[src/hw/rtl/pid_with_antiwindup_core_assert.svh]
// Assertion macros for the PID regulator core.
// Included by the top level; no other dependencies.
`ifndef PID_WITH_ANTIWINDUP_CORE_ASSERT_SVH
`define PID_WITH_ANTIWINDUP_CORE_ASSERT_SVH

// Checked outside reset only
`ifndef SYNTH
`define PIDAW_ASSERT(lbl, prop) \
  lbl: assert property (@(posedge clk) disable iff (rst) prop) \
    else $error("pidaw assertion failed");
`else
`define PIDAW_ASSERT(lbl, prop)
`endif

// Checked on every edge, reset included
`ifndef SYNTH
`define PIDAW_ASSERT_ALWAYS(lbl, prop) \
  lbl: assert property (@(posedge clk) prop) \
    else $error("pidaw assertion failed");
`else
`define PIDAW_ASSERT_ALWAYS(lbl, prop)
`endif

`endif

[src/hw/rtl/pidaw_pkg.sv]
// Shared types and constants for the PID regulator core.
// Used by the microcode table, sequencer, datapath and top level.
package pidaw_pkg;

  // Configuration register layout
  localparam int REG_W   = 31;
  localparam int CFG_IDX_W = 3;

  localparam logic [CFG_IDX_W-1:0] REG_PROP_GAIN      = 3'd0;
  localparam logic [CFG_IDX_W-1:0] REG_INTEG_GAIN     = 3'd1;
  localparam logic [CFG_IDX_W-1:0] REG_DERIV_GAIN     = 3'd2;
  localparam logic [CFG_IDX_W-1:0] REG_OUTPUT_LIMIT   = 3'd3;
  localparam logic [CFG_IDX_W-1:0] REG_INTEGRAL_LIMIT = 3'd4;
  localparam logic [CFG_IDX_W-1:0] REG_STEP_TIME      = 3'd5;
  localparam logic [CFG_IDX_W-1:0] REG_STEP_RATE      = 3'd6;

  localparam logic [REG_W-1:0] RST_PROP_GAIN      = 31'd26214400;
  localparam logic [REG_W-1:0] RST_INTEG_GAIN     = 31'd327680;
  localparam logic [REG_W-1:0] RST_DERIV_GAIN     = 31'd1310720;
  localparam logic [REG_W-1:0] RST_OUTPUT_LIMIT   = 31'd98304000;
  localparam logic [REG_W-1:0] RST_INTEGRAL_LIMIT = 31'd19660800;
  localparam logic [REG_W-1:0] RST_STEP_TIME      = 31'd3277;
  localparam logic [REG_W-1:0] RST_STEP_RATE      = 31'd1310720;

  // Input word opcodes
  localparam logic OP_COMPUTE = 1'b0;
  localparam logic OP_CLEAR   = 1'b1;

  typedef struct packed {
    logic [REG_W-1:0] prop_gain;
    logic [REG_W-1:0] integ_gain;
    logic [REG_W-1:0] deriv_gain;
    logic [REG_W-1:0] output_limit;
    logic [REG_W-1:0] integral_limit;
    logic [REG_W-1:0] step_time;
    logic [REG_W-1:0] step_rate;
  } cfg_t;

  // Microprogram addresses
  localparam int STEP_W = 4;
  typedef logic [STEP_W-1:0] step_t;

  localparam step_t STEP_ERR   = 4'd0;
  localparam step_t STEP_MUL_T = 4'd1;
  localparam step_t STEP_INTEG = 4'd2;
  localparam step_t STEP_DERIV = 4'd3;
  localparam step_t STEP_P     = 4'd4;
  localparam step_t STEP_I     = 4'd5;
  localparam step_t STEP_D     = 4'd6;
  localparam step_t STEP_OUT   = 4'd7;
  localparam step_t STEP_CLEAR = 4'd8;

  // Control word fields
  typedef enum logic [1:0] {MA_ERR, MA_DIFF, MA_INTEG, MA_DER} mula_t;
  typedef enum logic [2:0] {MB_STIME, MB_SRATE, MB_KP, MB_KI, MB_KD} mulb_t;
  typedef enum logic [1:0] {ACC_HOLD, ACC_LOAD, ACC_ADD} acc_t;
  typedef enum logic [1:0] {OUT_NONE, OUT_ACC, OUT_ZERO} outsel_t;

  typedef struct packed {
    mula_t   mul_a;
    mulb_t   mul_b;
    logic    mul_en;
    acc_t    acc_op;
    logic    ld_err;
    logic    ld_integ;
    logic    ld_der;
    logic    ld_prev;
    logic    clr_state;
    outsel_t out_sel;
    logic    br_op;
    step_t   br_target;
  } ctrl_t;

  // Sequencer to datapath strobes
  typedef struct packed {
    logic accept;
    logic adv;
  } seq_ctl_t;

endpackage

[src/hw/rtl/pidaw_ucode.sv]
// Microprogram table of the PID regulator core: one control word per step.
// Depends on pidaw_pkg.
module pidaw_ucode import pidaw_pkg::*; (
  input  step_t step,
  output ctrl_t ctrl
);

  // Decode step address to control word
  always_comb begin
    ctrl = '{mul_a: MA_ERR, mul_b: MB_STIME, mul_en: 1'b0, acc_op: ACC_HOLD,
             ld_err: 1'b0, ld_integ: 1'b0, ld_der: 1'b0, ld_prev: 1'b0,
             clr_state: 1'b0, out_sel: OUT_NONE, br_op: 1'b0,
             br_target: STEP_ERR};
    unique case (step)
      STEP_ERR: begin
        ctrl.ld_err    = 1'b1;
        ctrl.br_op     = 1'b1;
        ctrl.br_target = STEP_CLEAR;
      end
      STEP_MUL_T: begin
        ctrl.mul_en = 1'b1;
        ctrl.mul_a  = MA_ERR;
        ctrl.mul_b  = MB_STIME;
      end
      STEP_INTEG: begin
        ctrl.ld_integ = 1'b1;
        ctrl.mul_en   = 1'b1;
        ctrl.mul_a    = MA_DIFF;
        ctrl.mul_b    = MB_SRATE;
      end
      STEP_DERIV: begin
        ctrl.ld_der  = 1'b1;
        ctrl.ld_prev = 1'b1;
        ctrl.mul_en  = 1'b1;
        ctrl.mul_a   = MA_ERR;
        ctrl.mul_b   = MB_KP;
      end
      STEP_P: begin
        ctrl.acc_op = ACC_LOAD;
        ctrl.mul_en = 1'b1;
        ctrl.mul_a  = MA_INTEG;
        ctrl.mul_b  = MB_KI;
      end
      STEP_I: begin
        ctrl.acc_op = ACC_ADD;
        ctrl.mul_en = 1'b1;
        ctrl.mul_a  = MA_DER;
        ctrl.mul_b  = MB_KD;
      end
      STEP_D: begin
        ctrl.acc_op = ACC_ADD;
      end
      STEP_OUT: begin
        ctrl.out_sel = OUT_ACC;
      end
      STEP_CLEAR: begin
        ctrl.clr_state = 1'b1;
        ctrl.out_sel   = OUT_ZERO;
      end
      default: begin
        ctrl.out_sel = OUT_NONE;
      end
    endcase
  end

endmodule

[config.mk]
export PLATFORM = sky130hd
export DESIGN_NAME = pidaw_ucode
export DESIGN_NICKNAME = d
export VERILOG_FILES = /design/src/hw/rtl/pid_with_antiwindup_core_assert.svh /design/src/hw/rtl/pidaw_pkg.sv /design/src/hw/rtl/pidaw_ucode.sv
export SDC_FILE = /design/constraint.sdc
export NUM_CORES = 1
export LEC_CHECK = 0
export BUFFER_PORTS_ARGS = -buffer_cell sky130_fd_sc_hd__buf_2
export CORE_AREA = 2 2 39 41
export DETAILED_ROUTE_END_ITERATION = 7
export DIE_AREA = 0 0 41 43
export PLACE_DENSITY = 0.41
export RECOVER_POWER = 25
export SYNTH_ARGS = -nofsm -noshare
export SYNTH_HDL_FRONTEND = slang
export SYNTH_SLANG_ARGS = --single-unit
[constraint.sdc]
create_clock -name vclk -period 1.5
set_clock_uncertainty 0.15 [all_clocks]
set_input_delay 0.075 -clock vclk [all_inputs]
set_output_delay 0.075 -clock vclk [all_outputs]
set_load 0.01 [all_outputs]
==> results.yml <==
timing:
  grt_setup_unrepaired: "false"
  hold_slack_ns: 0.387
  fmax_ghz: 0.778
  fin_tns_setup_ns: 0
  fin_crit_sh_pct: 85.7
  post-route-min-period_ns: 1.28
  hold_viol: 0
  maxSlewViolCount: 0
  setup_viol: 0
layout:
  diodes: 0
  seq_cells: 0
  clockBufferCount: 0
  regArea_um2: 0
  drive_gt1_share_pct: 46.7
  final_cell_mix: "18 x buf_2, 3 x nor3_1, 3 x nor2_1, 3 x conb_1, 3 x clkbuf_1"
  area_growth_pct: 25.8
  layout.cells.most_common: "buf_2"
  fin_cells: 61
  fin_nets: 51
  nFillCells: 170
power:
  power_density_mw_per_mm2: 239
  switchingPower_mw: 0.0415
  leakage_nw: 0.152
  power_frac_comb_pct: 100.0
  p_int_mw: 0.0254
  peakVddDrop_mv: 0.0537
  clkPwrFrac_pct: 0
  seq_power_share_pct: 0
  p_sw_share_pct: 62.0
die:
  rows: 14
  dieArea_mm2: 0.00176
  die_w_um: 41
  start_util_pct: 16.1
  core-area_mm2: 0.00138
  io_pins: 24
  die_y_um: 43
cts:
  cts_hold_buf: 0
  ctsResizeCount: 0
  cts_setup_buffers: 0
synthesis:
  avgSynthCellArea_um2: 6.96
  synth_top_cell_area_share_pct: 20.2
  synth_cells: 32
  yosys.area_share.simple_pct: 46.1
  synth_adder_area_share_pct: 0
  yosysSeqAreaShare_pct: 0
  synth_cell_types: 19
  synth-compound-area-share_pct: 14.6
  synth_warnings: 0
  yosysTopAreaCell: "buf_4"
  yosys-top-cells-area: "buf_4 20%, nor4b_1 7.9%, buf_2 6.7%"
  synth.area.mux_share_pct: 0
  synthXorXnorAreaFrac_pct: 3.93
  synth_top_family_by_area: "simple AND/OR/NAND/NOR gates"
  synth_area_um2: 223
place:
  dp_hpwl_um: 437
  placed_cells: 61
  gp_congestion: 0.536
  io_buffer_count: 21
drt:
  firstDrtPassIters: 2
  drt-wirelength-per-cell_um: 8.52
  dr_total_vias: 255
  routed_wl_um: 520
  via_per_inst: 4.18
  ant_nets: 0
  drt_iter0_drc: 1
  drcViolationCount: 0
critical_path:
  crit_family: "simple AND/OR/NAND/NOR gates"
  start_kind: "primary input"
  crit_path_end_kind: "primary output"
  path_cells: "clkbuf_1 -> or4b_4 -> o31ai_2 -> buf_2"
  arrival_ns: 1.06
  crit_path_max_incr_delay_ns: 0.57
  crit_slowest_cell: "or4b_4"
  critPathLaunch: "step[0]"
  critPathKind: "in -> out"
  worstPathRequired_ns: 1.27
  cp_max_fo: 10
  crit_buf_inv: 2
worst_hold_path:
  hold_path_startpoint: "step[3]"
  hold_path.class: "in -> out"
outcome:
  status: "finished, final reports clean"
global_route:
  grt.total_usage_pct: 5.79
  grt_pass1_wl_um: 772
  globalRoute.totalOverflow: 0
  grt_max_degree: 13
  antenna_found_initial: 0
  grt_pass1_vias: 165
job:
  cap_violations: 0
[cell families after synthesis]
group                     count (synthesis)
buffers and inverters                    11
and+or+nand+nor                          15
xor gates and xnor gates                  1
other                                     1
AOI/OAI and AO/OA                         4
[routing by layer]
metal	track usage, %	wire length (µm)
met1	7.28	194
met2	10.9	269
met3	0	56
met4	0	0
met5	0	0
[cell type report]
type / instances / area [µm²] / share of cell area, %
Multi-Input combinational cell: 23 / 155 / 55.4
Timing Repair Buffer: 21 / 101 / 36.2
Tap cell: 16 / 20.0 / 7.14
Inverter: 1 / 3.75 / 1.34
[path summary, 6_finish.rpt]
path	end	slack [ns]	cells past startpoint
worst min-delay path	ctrl[15]	0.39	3
worst max-delay path	ctrl[16]	0.22	4
[through the flow]
step	total power [mW]	utilization, %	area (µm²)	setup slack [ns]
global placement	0.0689	20.5	284	0.251
CTS	0.0694	20.5	284	0.247
finish	0.0669	20.3	280	0.215
global route	0.0749	20.3	280	0.150
detailed placement	0.0692	20.5	284	0.246
floorplan	0.0587	-	230	0.215
[power by group through the flow]
stage	Sequential, mW	Clock [mW]	Combinational, mW
5_1_grt	0	0	0.0749
6_report	0	0	0.0669
4_1_cts	0	0	0.0694
3_3_place_gp	0	0	0.0689
3_5_place_dp	0	0	0.0692
2_1_floorplan	0	0	0.0587
[Yosys cell counts]
library cell and number:
a211oi_1 1, a21oi_1 1, buf_2 3, buf_4 6, buf_6 1, conb_1 1, inv_1 1, nand2_1 1
nand2b_1 2, nor2_1 3, nor3_1 3, nor4_1 1, nor4b_1 2, nor4b_2 1, o21bai_1 1, o31ai_2 1
or2b_1 1, or4b_4 1, xnor2_1 1
No activity file was read; power rests on OpenSTA's default activity.
