**src/hw/rtl/pid_with_antiwindup_core_assert.svh**
```systemverilog
// Assertion macros for the PID regulator core.
// Included by the top level; no other dependencies.
`ifndef PID_WITH_ANTIWINDUP_CORE_ASSERT_SVH
`define PID_WITH_ANTIWINDUP_CORE_ASSERT_SVH

// Checked outside reset only
`ifndef SYNTH
`define PIDAW_ASSERT(lbl, prop) \
  lbl: assert property (@(posedge clk) disable iff (rst) prop) \
    else $error("pidaw assertion failed");
`else
`define PIDAW_ASSERT(lbl, prop)
`endif

// Checked on every edge, reset included
`ifndef SYNTH
`define PIDAW_ASSERT_ALWAYS(lbl, prop) \
  lbl: assert property (@(posedge clk) prop) \
    else $error("pidaw assertion failed");
`else
`define PIDAW_ASSERT_ALWAYS(lbl, prop)
`endif

`endif

```
**src/hw/rtl/pidaw_pkg.sv**
```systemverilog
// Shared types and constants for the PID regulator core.
// Used by the microcode table, sequencer, datapath and top level.
package pidaw_pkg;

  // Configuration register layout
  localparam int REG_W   = 31;
  localparam int CFG_IDX_W = 3;

  localparam logic [CFG_IDX_W-1:0] REG_PROP_GAIN      = 3'd0;
  localparam logic [CFG_IDX_W-1:0] REG_INTEG_GAIN     = 3'd1;
  localparam logic [CFG_IDX_W-1:0] REG_DERIV_GAIN     = 3'd2;
  localparam logic [CFG_IDX_W-1:0] REG_OUTPUT_LIMIT   = 3'd3;
  localparam logic [CFG_IDX_W-1:0] REG_INTEGRAL_LIMIT = 3'd4;
  localparam logic [CFG_IDX_W-1:0] REG_STEP_TIME      = 3'd5;
  localparam logic [CFG_IDX_W-1:0] REG_STEP_RATE      = 3'd6;

  localparam logic [REG_W-1:0] RST_PROP_GAIN      = 31'd26214400;
  localparam logic [REG_W-1:0] RST_INTEG_GAIN     = 31'd327680;
  localparam logic [REG_W-1:0] RST_DERIV_GAIN     = 31'd1310720;
  localparam logic [REG_W-1:0] RST_OUTPUT_LIMIT   = 31'd98304000;
  localparam logic [REG_W-1:0] RST_INTEGRAL_LIMIT = 31'd19660800;
  localparam logic [REG_W-1:0] RST_STEP_TIME      = 31'd3277;
  localparam logic [REG_W-1:0] RST_STEP_RATE      = 31'd1310720;

  // Input word opcodes
  localparam logic OP_COMPUTE = 1'b0;
  localparam logic OP_CLEAR   = 1'b1;

  typedef struct packed {
    logic [REG_W-1:0] prop_gain;
    logic [REG_W-1:0] integ_gain;
    logic [REG_W-1:0] deriv_gain;
    logic [REG_W-1:0] output_limit;
    logic [REG_W-1:0] integral_limit;
    logic [REG_W-1:0] step_time;
    logic [REG_W-1:0] step_rate;
  } cfg_t;

  // Microprogram addresses
  localparam int STEP_W = 4;
  typedef logic [STEP_W-1:0] step_t;

  localparam step_t STEP_ERR   = 4'd0;
  localparam step_t STEP_MUL_T = 4'd1;
  localparam step_t STEP_INTEG = 4'd2;
  localparam step_t STEP_DERIV = 4'd3;
  localparam step_t STEP_P     = 4'd4;
  localparam step_t STEP_I     = 4'd5;
  localparam step_t STEP_D     = 4'd6;
  localparam step_t STEP_OUT   = 4'd7;
  localparam step_t STEP_CLEAR = 4'd8;

  // Control word fields
  typedef enum logic [1:0] {MA_ERR, MA_DIFF, MA_INTEG, MA_DER} mula_t;
  typedef enum logic [2:0] {MB_STIME, MB_SRATE, MB_KP, MB_KI, MB_KD} mulb_t;
  typedef enum logic [1:0] {ACC_HOLD, ACC_LOAD, ACC_ADD} acc_t;
  typedef enum logic [1:0] {OUT_NONE, OUT_ACC, OUT_ZERO} outsel_t;

  typedef struct packed {
    mula_t   mul_a;
    mulb_t   mul_b;
    logic    mul_en;
    acc_t    acc_op;
    logic    ld_err;
    logic    ld_integ;
    logic    ld_der;
    logic    ld_prev;
    logic    clr_state;
    outsel_t out_sel;
    logic    br_op;
    step_t   br_target;
  } ctrl_t;

  // Sequencer to datapath strobes
  typedef struct packed {
    logic accept;
    logic adv;
  } seq_ctl_t;

endpackage

```
**src/hw/rtl/pidaw_seq.sv**
```systemverilog
// Step counter and handshake control of the PID regulator core.
// Depends on pidaw_pkg; reads the control word from pidaw_ucode.
module pidaw_seq import pidaw_pkg::*; (
  input  logic     clk,
  input  logic     rst,
  input  logic     in_valid,
  input  logic     op,
  input  logic     out_stall,
  input  ctrl_t    ctrl,
  output logic     in_stall,
  output logic     out_valid,
  output step_t    step,
  output seq_ctl_t sctl
);

  logic busy;
  logic op_r;
  logic emit;
  logic out_free;

  assign emit        = (ctrl.out_sel != OUT_NONE);
  assign out_free    = !out_valid || !out_stall;
  assign sctl.accept = in_valid && !busy;
  // Hold on a result step until the output register is free
  assign sctl.adv    = busy && (!emit || out_free);
  assign in_stall    = busy;

  // Advance the program, branch on clear, release on result
  always_ff @(posedge clk) begin
    if (rst) begin
      busy      <= 1'b0;
      out_valid <= 1'b0;
      step      <= STEP_ERR;
    end else begin
      // Raise on a result step, drop once the word is taken
      if (sctl.adv && emit) begin
        out_valid <= 1'b1;
      end else if (out_valid && !out_stall) begin
        out_valid <= 1'b0;
      end
      if (sctl.accept) begin
        busy <= 1'b1;
        step <= STEP_ERR;
      end else if (sctl.adv) begin
        if (emit) begin
          busy <= 1'b0;
        end else if (ctrl.br_op && (op_r == OP_CLEAR)) begin
          step <= ctrl.br_target;
        end else begin
          step <= step + STEP_W'(1);
        end
      end
    end
  end

  // Capture the opcode of the accepted word
  always_ff @(posedge clk) begin
    if (sctl.accept) begin
      op_r <= op;
    end
  end

endmodule

```
**config.mk**
```make
export PLATFORM = sky130hd
export DESIGN_NAME = pidaw_seq
export DESIGN_NICKNAME = d
export VERILOG_FILES = /design/src/hw/rtl/pid_with_antiwindup_core_assert.svh /design/src/hw/rtl/pidaw_pkg.sv /design/src/hw/rtl/pidaw_seq.sv
export SDC_FILE = /design/constraint.sdc
export NUM_CORES = 1
export LEC_CHECK = 0
export BUFFER_PORTS_ARGS = -buffer_cell sky130_fd_sc_hd__buf_2
export CAP_MARGIN = 10
export CORE_AREA = 5 5 42 44
export DETAILED_ROUTE_END_ITERATION = 16
export DIE_AREA = 0 0 47 49
export PLACE_DENSITY = 0.59
export SYNTH_ARGS = -nofsm -noshare
export SYNTH_HDL_FRONTEND = slang
export SYNTH_SLANG_ARGS = --single-unit
```
**constraint.sdc**
```tcl
create_clock -name clk -period 1.6 [get_ports clk]
set_input_delay 0.16 -clock clk [delete_from_list [all_inputs] [get_ports clk]]
set_output_delay 0.16 -clock clk [all_outputs]
set_load 0.1 [all_outputs]
```
==> qor.yml, run 1 <==
status: "complete, no violations"
drv_cap: 0
synth_cell_types: 22
via_count: 368
synth_top_area_share_pct: 33.22
port_buffers: 19
slew_headroom_pct: 67.51
hp-class: "primary input to register"
crit_fanout: 6
firstDrtPassIters: 2
track_usage_pct: 7.768
drtIter0Drc: 3
drt_wl_total_um: 798
synth_area_leaders: "dfxtp_1 (33%), edfxtp_1 (8.3%), a21oi_1 (5.5%)"
vdd_ir_drop_max_mv: 0.3771
vias_per_cell: 4.718
cts_hold_buf: 0
worst_pin_slew_ps: 490.7
root_buffer: "clkbuf_4"
cts_setup_buffers: 0
period_minus_slack_ps: 1468
core_um2: 1401
syn_nets: 66
drc: 0
grt_max_degree: 10
synthCells: 40
nFillCells: 158
htree_levels: 1
seq_area_frac_synth_pct: 41.52
fmax_ghz: 0.6811
antenna_found_initial: 0
std_cell_rows: 14
antenna_cells: 0
ant_nets: 0
r2r-start: "in_stall$_SDFFE_PP0P_"
yosys.area.top_type: "dfxtp_1"
worst_ep_arrival_time_ps: 1310
synth_seq_cells: 7
yosys_warnings: 0
period_share_pct: 91.77
drive_gt1_share_pct: 48.39
clock-sinks: 7
initial_core_util_pct: 25.80
clk_pin_slew_ps: 50
post-place-ws_ps: 390.7
netlist_area_um2: 361.6
grt_pass1_wl_um: 1276
maxSlewViolCount: 0
clockBufferDepth: 2
power_uw: 463.4
routabilityCongestion: 0.6061
post_cts_resized: 0
tns_ps: 0
wl_per_cell_um: 10.23
io_pins: 33
final-setup-viol-count: 0
worst-setup-path-type: "register to output port"
hold_viol: 0
final_util_pct: 36.43
leakage_nw: 0.2222
numCtsBuffers: 3
overflow: 0
final_nets: 89
dp_hpwl_um: 643.3
critPathLaunchType: "register"
synth.avg_cell_area_um2: 9.040
syn_to_final_growth_pct: 41.18
fin_skew_ps: 1.966
p_per_area_nw_per_um2: 907.8
setup_slack_ps: 131.7
clock_latency_ps: 250
worstHoldStart: "rst"
crit_path_end_kind: "output port"
die_area_um2: 2303
cts_tree: "yes"
worstPathRequired_ps: 1440
die_w_um: 47
die_h_um: 49
rsz0062_at_grt: "no"
critical_path.startpoint: "in_stall$_SDFFE_PP0P_"
grt_pass1_vias: 353
-- logic make-up (layout without fill, tap and decap cells) --
| family | Yosys count | in the layout | share of synthesized area (%) |
|---|---|---|---|
| buf+inv | 2 | 24 | 2.420 |
| simple gates | 14 | 14 | 23.53 |
| mux | 2 | 2 | 5.537 |
| flops | 7 | 7 | 41.52 |
| fa+ha+maj | 1 | 1 | 3.460 |
| compound gates | 14 | 14 | 23.53 |
-- where the power goes --
group          switching (mW)  internal, mW  total [mW]
Clock                  0.0653        0.0952       0.160
Sequential            0.00520         0.185       0.190
Combinational          0.0841        0.0286       0.113
-- per-layer routing --
metal	global-route usage (%)	share of wire, %	wire length, um
met2	12.44	49	393
met3	3.690	10	81
met4	5.530	2.6	21
met1	7.317	38	301
met5	0	0	0
-- layout make-up --
cell class	instances	area [um2]	share of cell area, %
tap	16	20.02	3.922
timing repair buffer	19	95.09	18.63
multi-input combinational	31	202.7	39.71
inverter	1	7.507	1.471
sequential	7	158.9	31.13
clock buffer	4	26.28	5.147
-- Yosys cell counts, drive strengths merged --
master	instances
nand2	1
ha	1
edfxtp	1
o21ai	4
buf	1
nand2b	3
a31oi	1
nor3b	1
a22o	1
a21oi	4
dfxtp	6
mux2i	2
and3	1
inv	1
a22oi	2
nor2	5
a211oi	1
o21a	1
and2	1
nand3	2
-- per-stage QoR --
step / cells / hold WS, ps / area, um2
global route: 78 / 70.32 / 510.5
CTS: 78 / 63.89 / 510.5
floorplan: 40 / 219.4 / 374.1
finish: 78 / 76.20 / 510.5
detailed placement: 74 / 338.7 / 484.2
global placement: 74 / 337.8 / 484.2
-- worst paths after layout --
path | endpoint | slack (ps) | cells past startpoint
worst min-delay path | out_valid$_SDFFE_PP0P_ | 80 | 2
worst min register to register | out_valid$_SDFFE_PP0P_ | 490 | 2
worst max register to register | step[3]$_SDFFE_PP0P_ | 400 | 4
worst max-delay path | sctl[1] | 130 | 3
-- worst max-delay path, cell delays in order (launching register included) --
cell and delay, ps:
dfxtp_4 350, nand2b_2 210, clkinvlp_4 80, buf_2 420
-- cells in the final DEF, fill, tap and decap left out --
master / Yosys / routed
clkbuf_1: 0 / 1
and3_1: 1 / 1
a31oi_1: 1 / 1
clkbuf_4: 0 / 3
a211oi_1: 1 / 1
a22oi_1: 2 / 2
nand3_1: 2 / 2
and2_1: 1 / 1
nand2b_1: 2 / 2
a22o_1: 1 / 1
o21ai_0: 2 / 2
clkinvlp_4: 0 / 1
edfxtp_1: 1 / 1
o21ai_1: 2 / 2
o21a_1: 1 / 1
a21oi_1: 4 / 4
dfxtp_4: 0 / 1
nor2_1: 5 / 5
mux2i_1: 2 / 2
dfxtp_1: 6 / 1
dfxtp_2: 0 / 4
ha_1: 1 / 1
nand2b_2: 1 / 1
nand2_1: 1 / 1
nor3b_4: 1 / 1
buf_2: 1 / 19
-- sequential cells by signal, indices dropped and copies added (netlist names) --
register / cells
op_r: 1
in_stall: 1
out_valid: 1
step: 4
Note: power is estimated with default switching activity, not from simulation.
==> inputs of run 2 (changes only) <==
--- a/config.mk
+++ b/config.mk
@@ -10,7 +10,9 @@
 export CORE_AREA = 5 5 42 44
 export DETAILED_ROUTE_END_ITERATION = 16
 export DIE_AREA = 0 0 47 49
+export GPL_TIMING_DRIVEN = 0
 export PLACE_DENSITY = 0.59
+export SETUP_SLACK_MARGIN = 0.2
 export SYNTH_ARGS = -nofsm -noshare
 export SYNTH_HDL_FRONTEND = slang
 export SYNTH_SLANG_ARGS = --single-unit
==> run 2 against run 1 <==
Sequential share of layout area down 0.58 points. Clock power barely moved. Total power rose by 0.71%. Final cell count rose by 1.3%. Worst hold slack improved by 2.4 ps. Largest cell class unchanged. Critical path depth stayed put. Sequential cell count did not move. Clock skew hardly changed. Combinational power grew 4%. Largest power group unchanged. Clock-buffer cell count is the same.
==> qor.yml, run 2 (synthesized netlist as in run 1, its figures left out) <==
status: "complete, no violations"
tns_ps: 0  # unchanged
critical_path.startpoint: "out_valid$_SDFFE_PP0P_"
crit_fanout: 3  # -3
drt_wl_total_um: 797  # -0.13%
clock-sinks: 7  # unchanged
cts_tree: "yes"
largest_reg_flops: 4  # unchanged
io_pins: 33  # unchanged
numCtsBuffers: 3  # unchanged
clk_pin_slew_ps: 50  # about the same
met3_length_um: 79  # -2.5%
slowest_delay_ps: 410  # about the same
worstPathRequired_ps: 1440  # about the same
core_um2: 1401  # unchanged
fmax_ghz: 0.7649  # +12%
via_count: 357  # -3.0%
multi_input_area_um2: 207.7  # +2.5%
p_per_area_nw_per_um2: 890.2  # -1.9%
drtIter0Drc: 10  # +7
crit_chain: "nand2_1, o21a_1, buf_2"
register_area_um2: 160.2  # +0.79%
final_util_pct: 37.41  # +0.98 points
top_register: "step"
post-place-ws_ps: 378.6  # -12.05 ps
met2_length_um: 370  # -5.9%
syn_to_final_growth_pct: 44.98
track_usage_pct: 7.986  # +0.22 points
crit_end: "sctl[0]"
crit_path_end_kind: "output port"
slew_headroom_pct: 67.76  # +0.24 points
crit_cells: 3  # unchanged
worst_pin_slew_ps: 487.0  # -3.702 ps
initial_core_util_pct: 25.80  # unchanged
leakage_nw: 0.2313  # +4.1%
comb_power_share_pct: 25.1  # +0.8 points
die_area_um2: 2303  # unchanged
die_w_um: 47  # unchanged
drv_cap: 0  # unchanged
antenna_cells: 0  # unchanged
r2r_slack_ps: 380  # -20 ps
critPathTopFamily: "buffers and inverters"
antenna_found_initial: 0  # unchanged
std_cell_rows: 14  # unchanged
reg2regPathDepth: 4  # unchanged
grt_pass1_vias: 318  # -9.9%
worst-setup-path-type: "register to output port"
layout_commonest_cell: "buf_2"
routabilityCongestion: 0.6201  # +2.3%
vdd_ir_drop_max_mv: 0.4777  # +27%
ant_nets: 0  # unchanged
clock_latency_ps: 250  # about the same
maxSlewViolCount: 0  # unchanged
drive_gt1_share_pct: 50.79  # +2.4 points
pwr-share-seq_pct: 40.7  # -0.4 points
grt_pass1_wl_um: 1283  # +0.55%
clockBufferDepth: 2  # unchanged
cts_hold_buf: 0  # unchanged
cp_slowest_cell: "buf_2"
die_h_um: 49  # unchanged
r2r-end: "step[3]$_SDFFE_PP0P_"
layout_common_cells: "buf_2 (19), nor2_1 (5), dfxtp_2 (5), a21oi_1 (4), clkbuf_4 (3)"
fin_skew_ps: 1.566  # -0.3996 ps
overflow: 0  # unchanged
critPathLaunchType: "register"
switching_share_pct: 33.12  # -0.24 points
rsz0062_at_grt: "no"
drc: 0  # unchanged
r2r-start: "in_stall$_SDFFE_PP0P_"
worst_ep_arrival_time_ps: 1150  # -160 ps
hold_viol: 0  # unchanged
met1_length_um: 338  # +12%
htree_levels: 1  # unchanged
intPower_uw: 312.1  # +1.1%
period_minus_slack_ps: 1307  # -161.0 ps
final_nets: 90  # +1.1%
root_buffer: "clkbuf_4"
period_share_pct: 81.71  # -10 points
power_uw: 466.7  # +0.71%
port_buffers: 19  # unchanged
grt_max_degree: 10  # unchanged
routed.top_layer: "met4"
power_frac_clock_pct: 34.2  # -0.4 points
vias_per_cell: 4.519  # -4.2%
firstDrtPassIters: 4  # +2
hold_slack_ps: 78.59  # +2.384 ps
wl_per_cell_um: 10.09  # -1.4%
nFillCells: 164  # +3.8%
p_switching_uw: 154.6  # about the same
hp-class: "primary input to register"
crit_buf_inv: 1  # -1
setup_slack_ps: 292.7  # +161.0 ps
final-setup-viol-count: 0  # unchanged
## run 2: cell count changes in the layout (fill, tap and decap cells not counted), sizes merged
cell  before  now
buf       19   20
## run 2: power by group through the flow
stage	combinational, mW	clock [mW]	sequential [mW]
2_1_floorplan	0.0564	0	0.225
3_3_place_gp	0.116	0	0.194
3_5_place_dp	0.116	0	0.194
4_1_cts	0.118	0.168	0.190
5_1_grt	0.124	0.183	0.191
6_report	0.117	0.159	0.190
## run 2: routing by layer
layer | vias to the layer above | track usage (%)
met5 | - | 0
met4 | 0 | 5.530
met3 | 2 | 4.428
met2 | 14 | 11.09
met1 | 148 | 8.889
li1 | 193 | -
## run 2: layout make-up
cell class | count | share of cell area [%]
Multi-Input combinational cell | 31 | 39.62
Sequential cell | 7 | 30.55
Timing Repair Buffer | 19 | 18.62
Clock buffer | 4 | 5.012
Tap cell | 16 | 3.819
Inverter | 1 | 1.432
Buffer | 1 | 0.9547
## run 2: how the worst min path moves through the flow
stage | from | slack, ps | end | depth (start not counted)
2_1_floorplan | rst | 220 | in_stall$_SDFFE_PP0P_ | 1
3_3_place_gp | rst | 330 | in_stall$_SDFFE_PP0P_ | 2
3_5_place_dp | rst | 340 | out_valid$_SDFFE_PP0P_ | 2
4_1_cts | rst | 70 | in_stall$_SDFFE_PP0P_ | 2
5_1_grt | op | 80 | op_r$_DFFE_PP_ | 1
6_report | rst | 80 | in_stall$_SDFFE_PP0P_ | 2
## run 2: per-stage QoR
stage          cells  instance area, um2
2_1_floorplan     40               380.4
3_3_place_gp      75               495.5
3_5_place_dp      75               495.5
4_1_cts           79               524.3
5_1_grt           79               524.3
6_report          79               524.3
## run 2: what timing repair did
item | CTS | global route
setup endpoints to repair | 1 | 0
buffers inserted | 0 | 0
resized for setup | 1 | 0
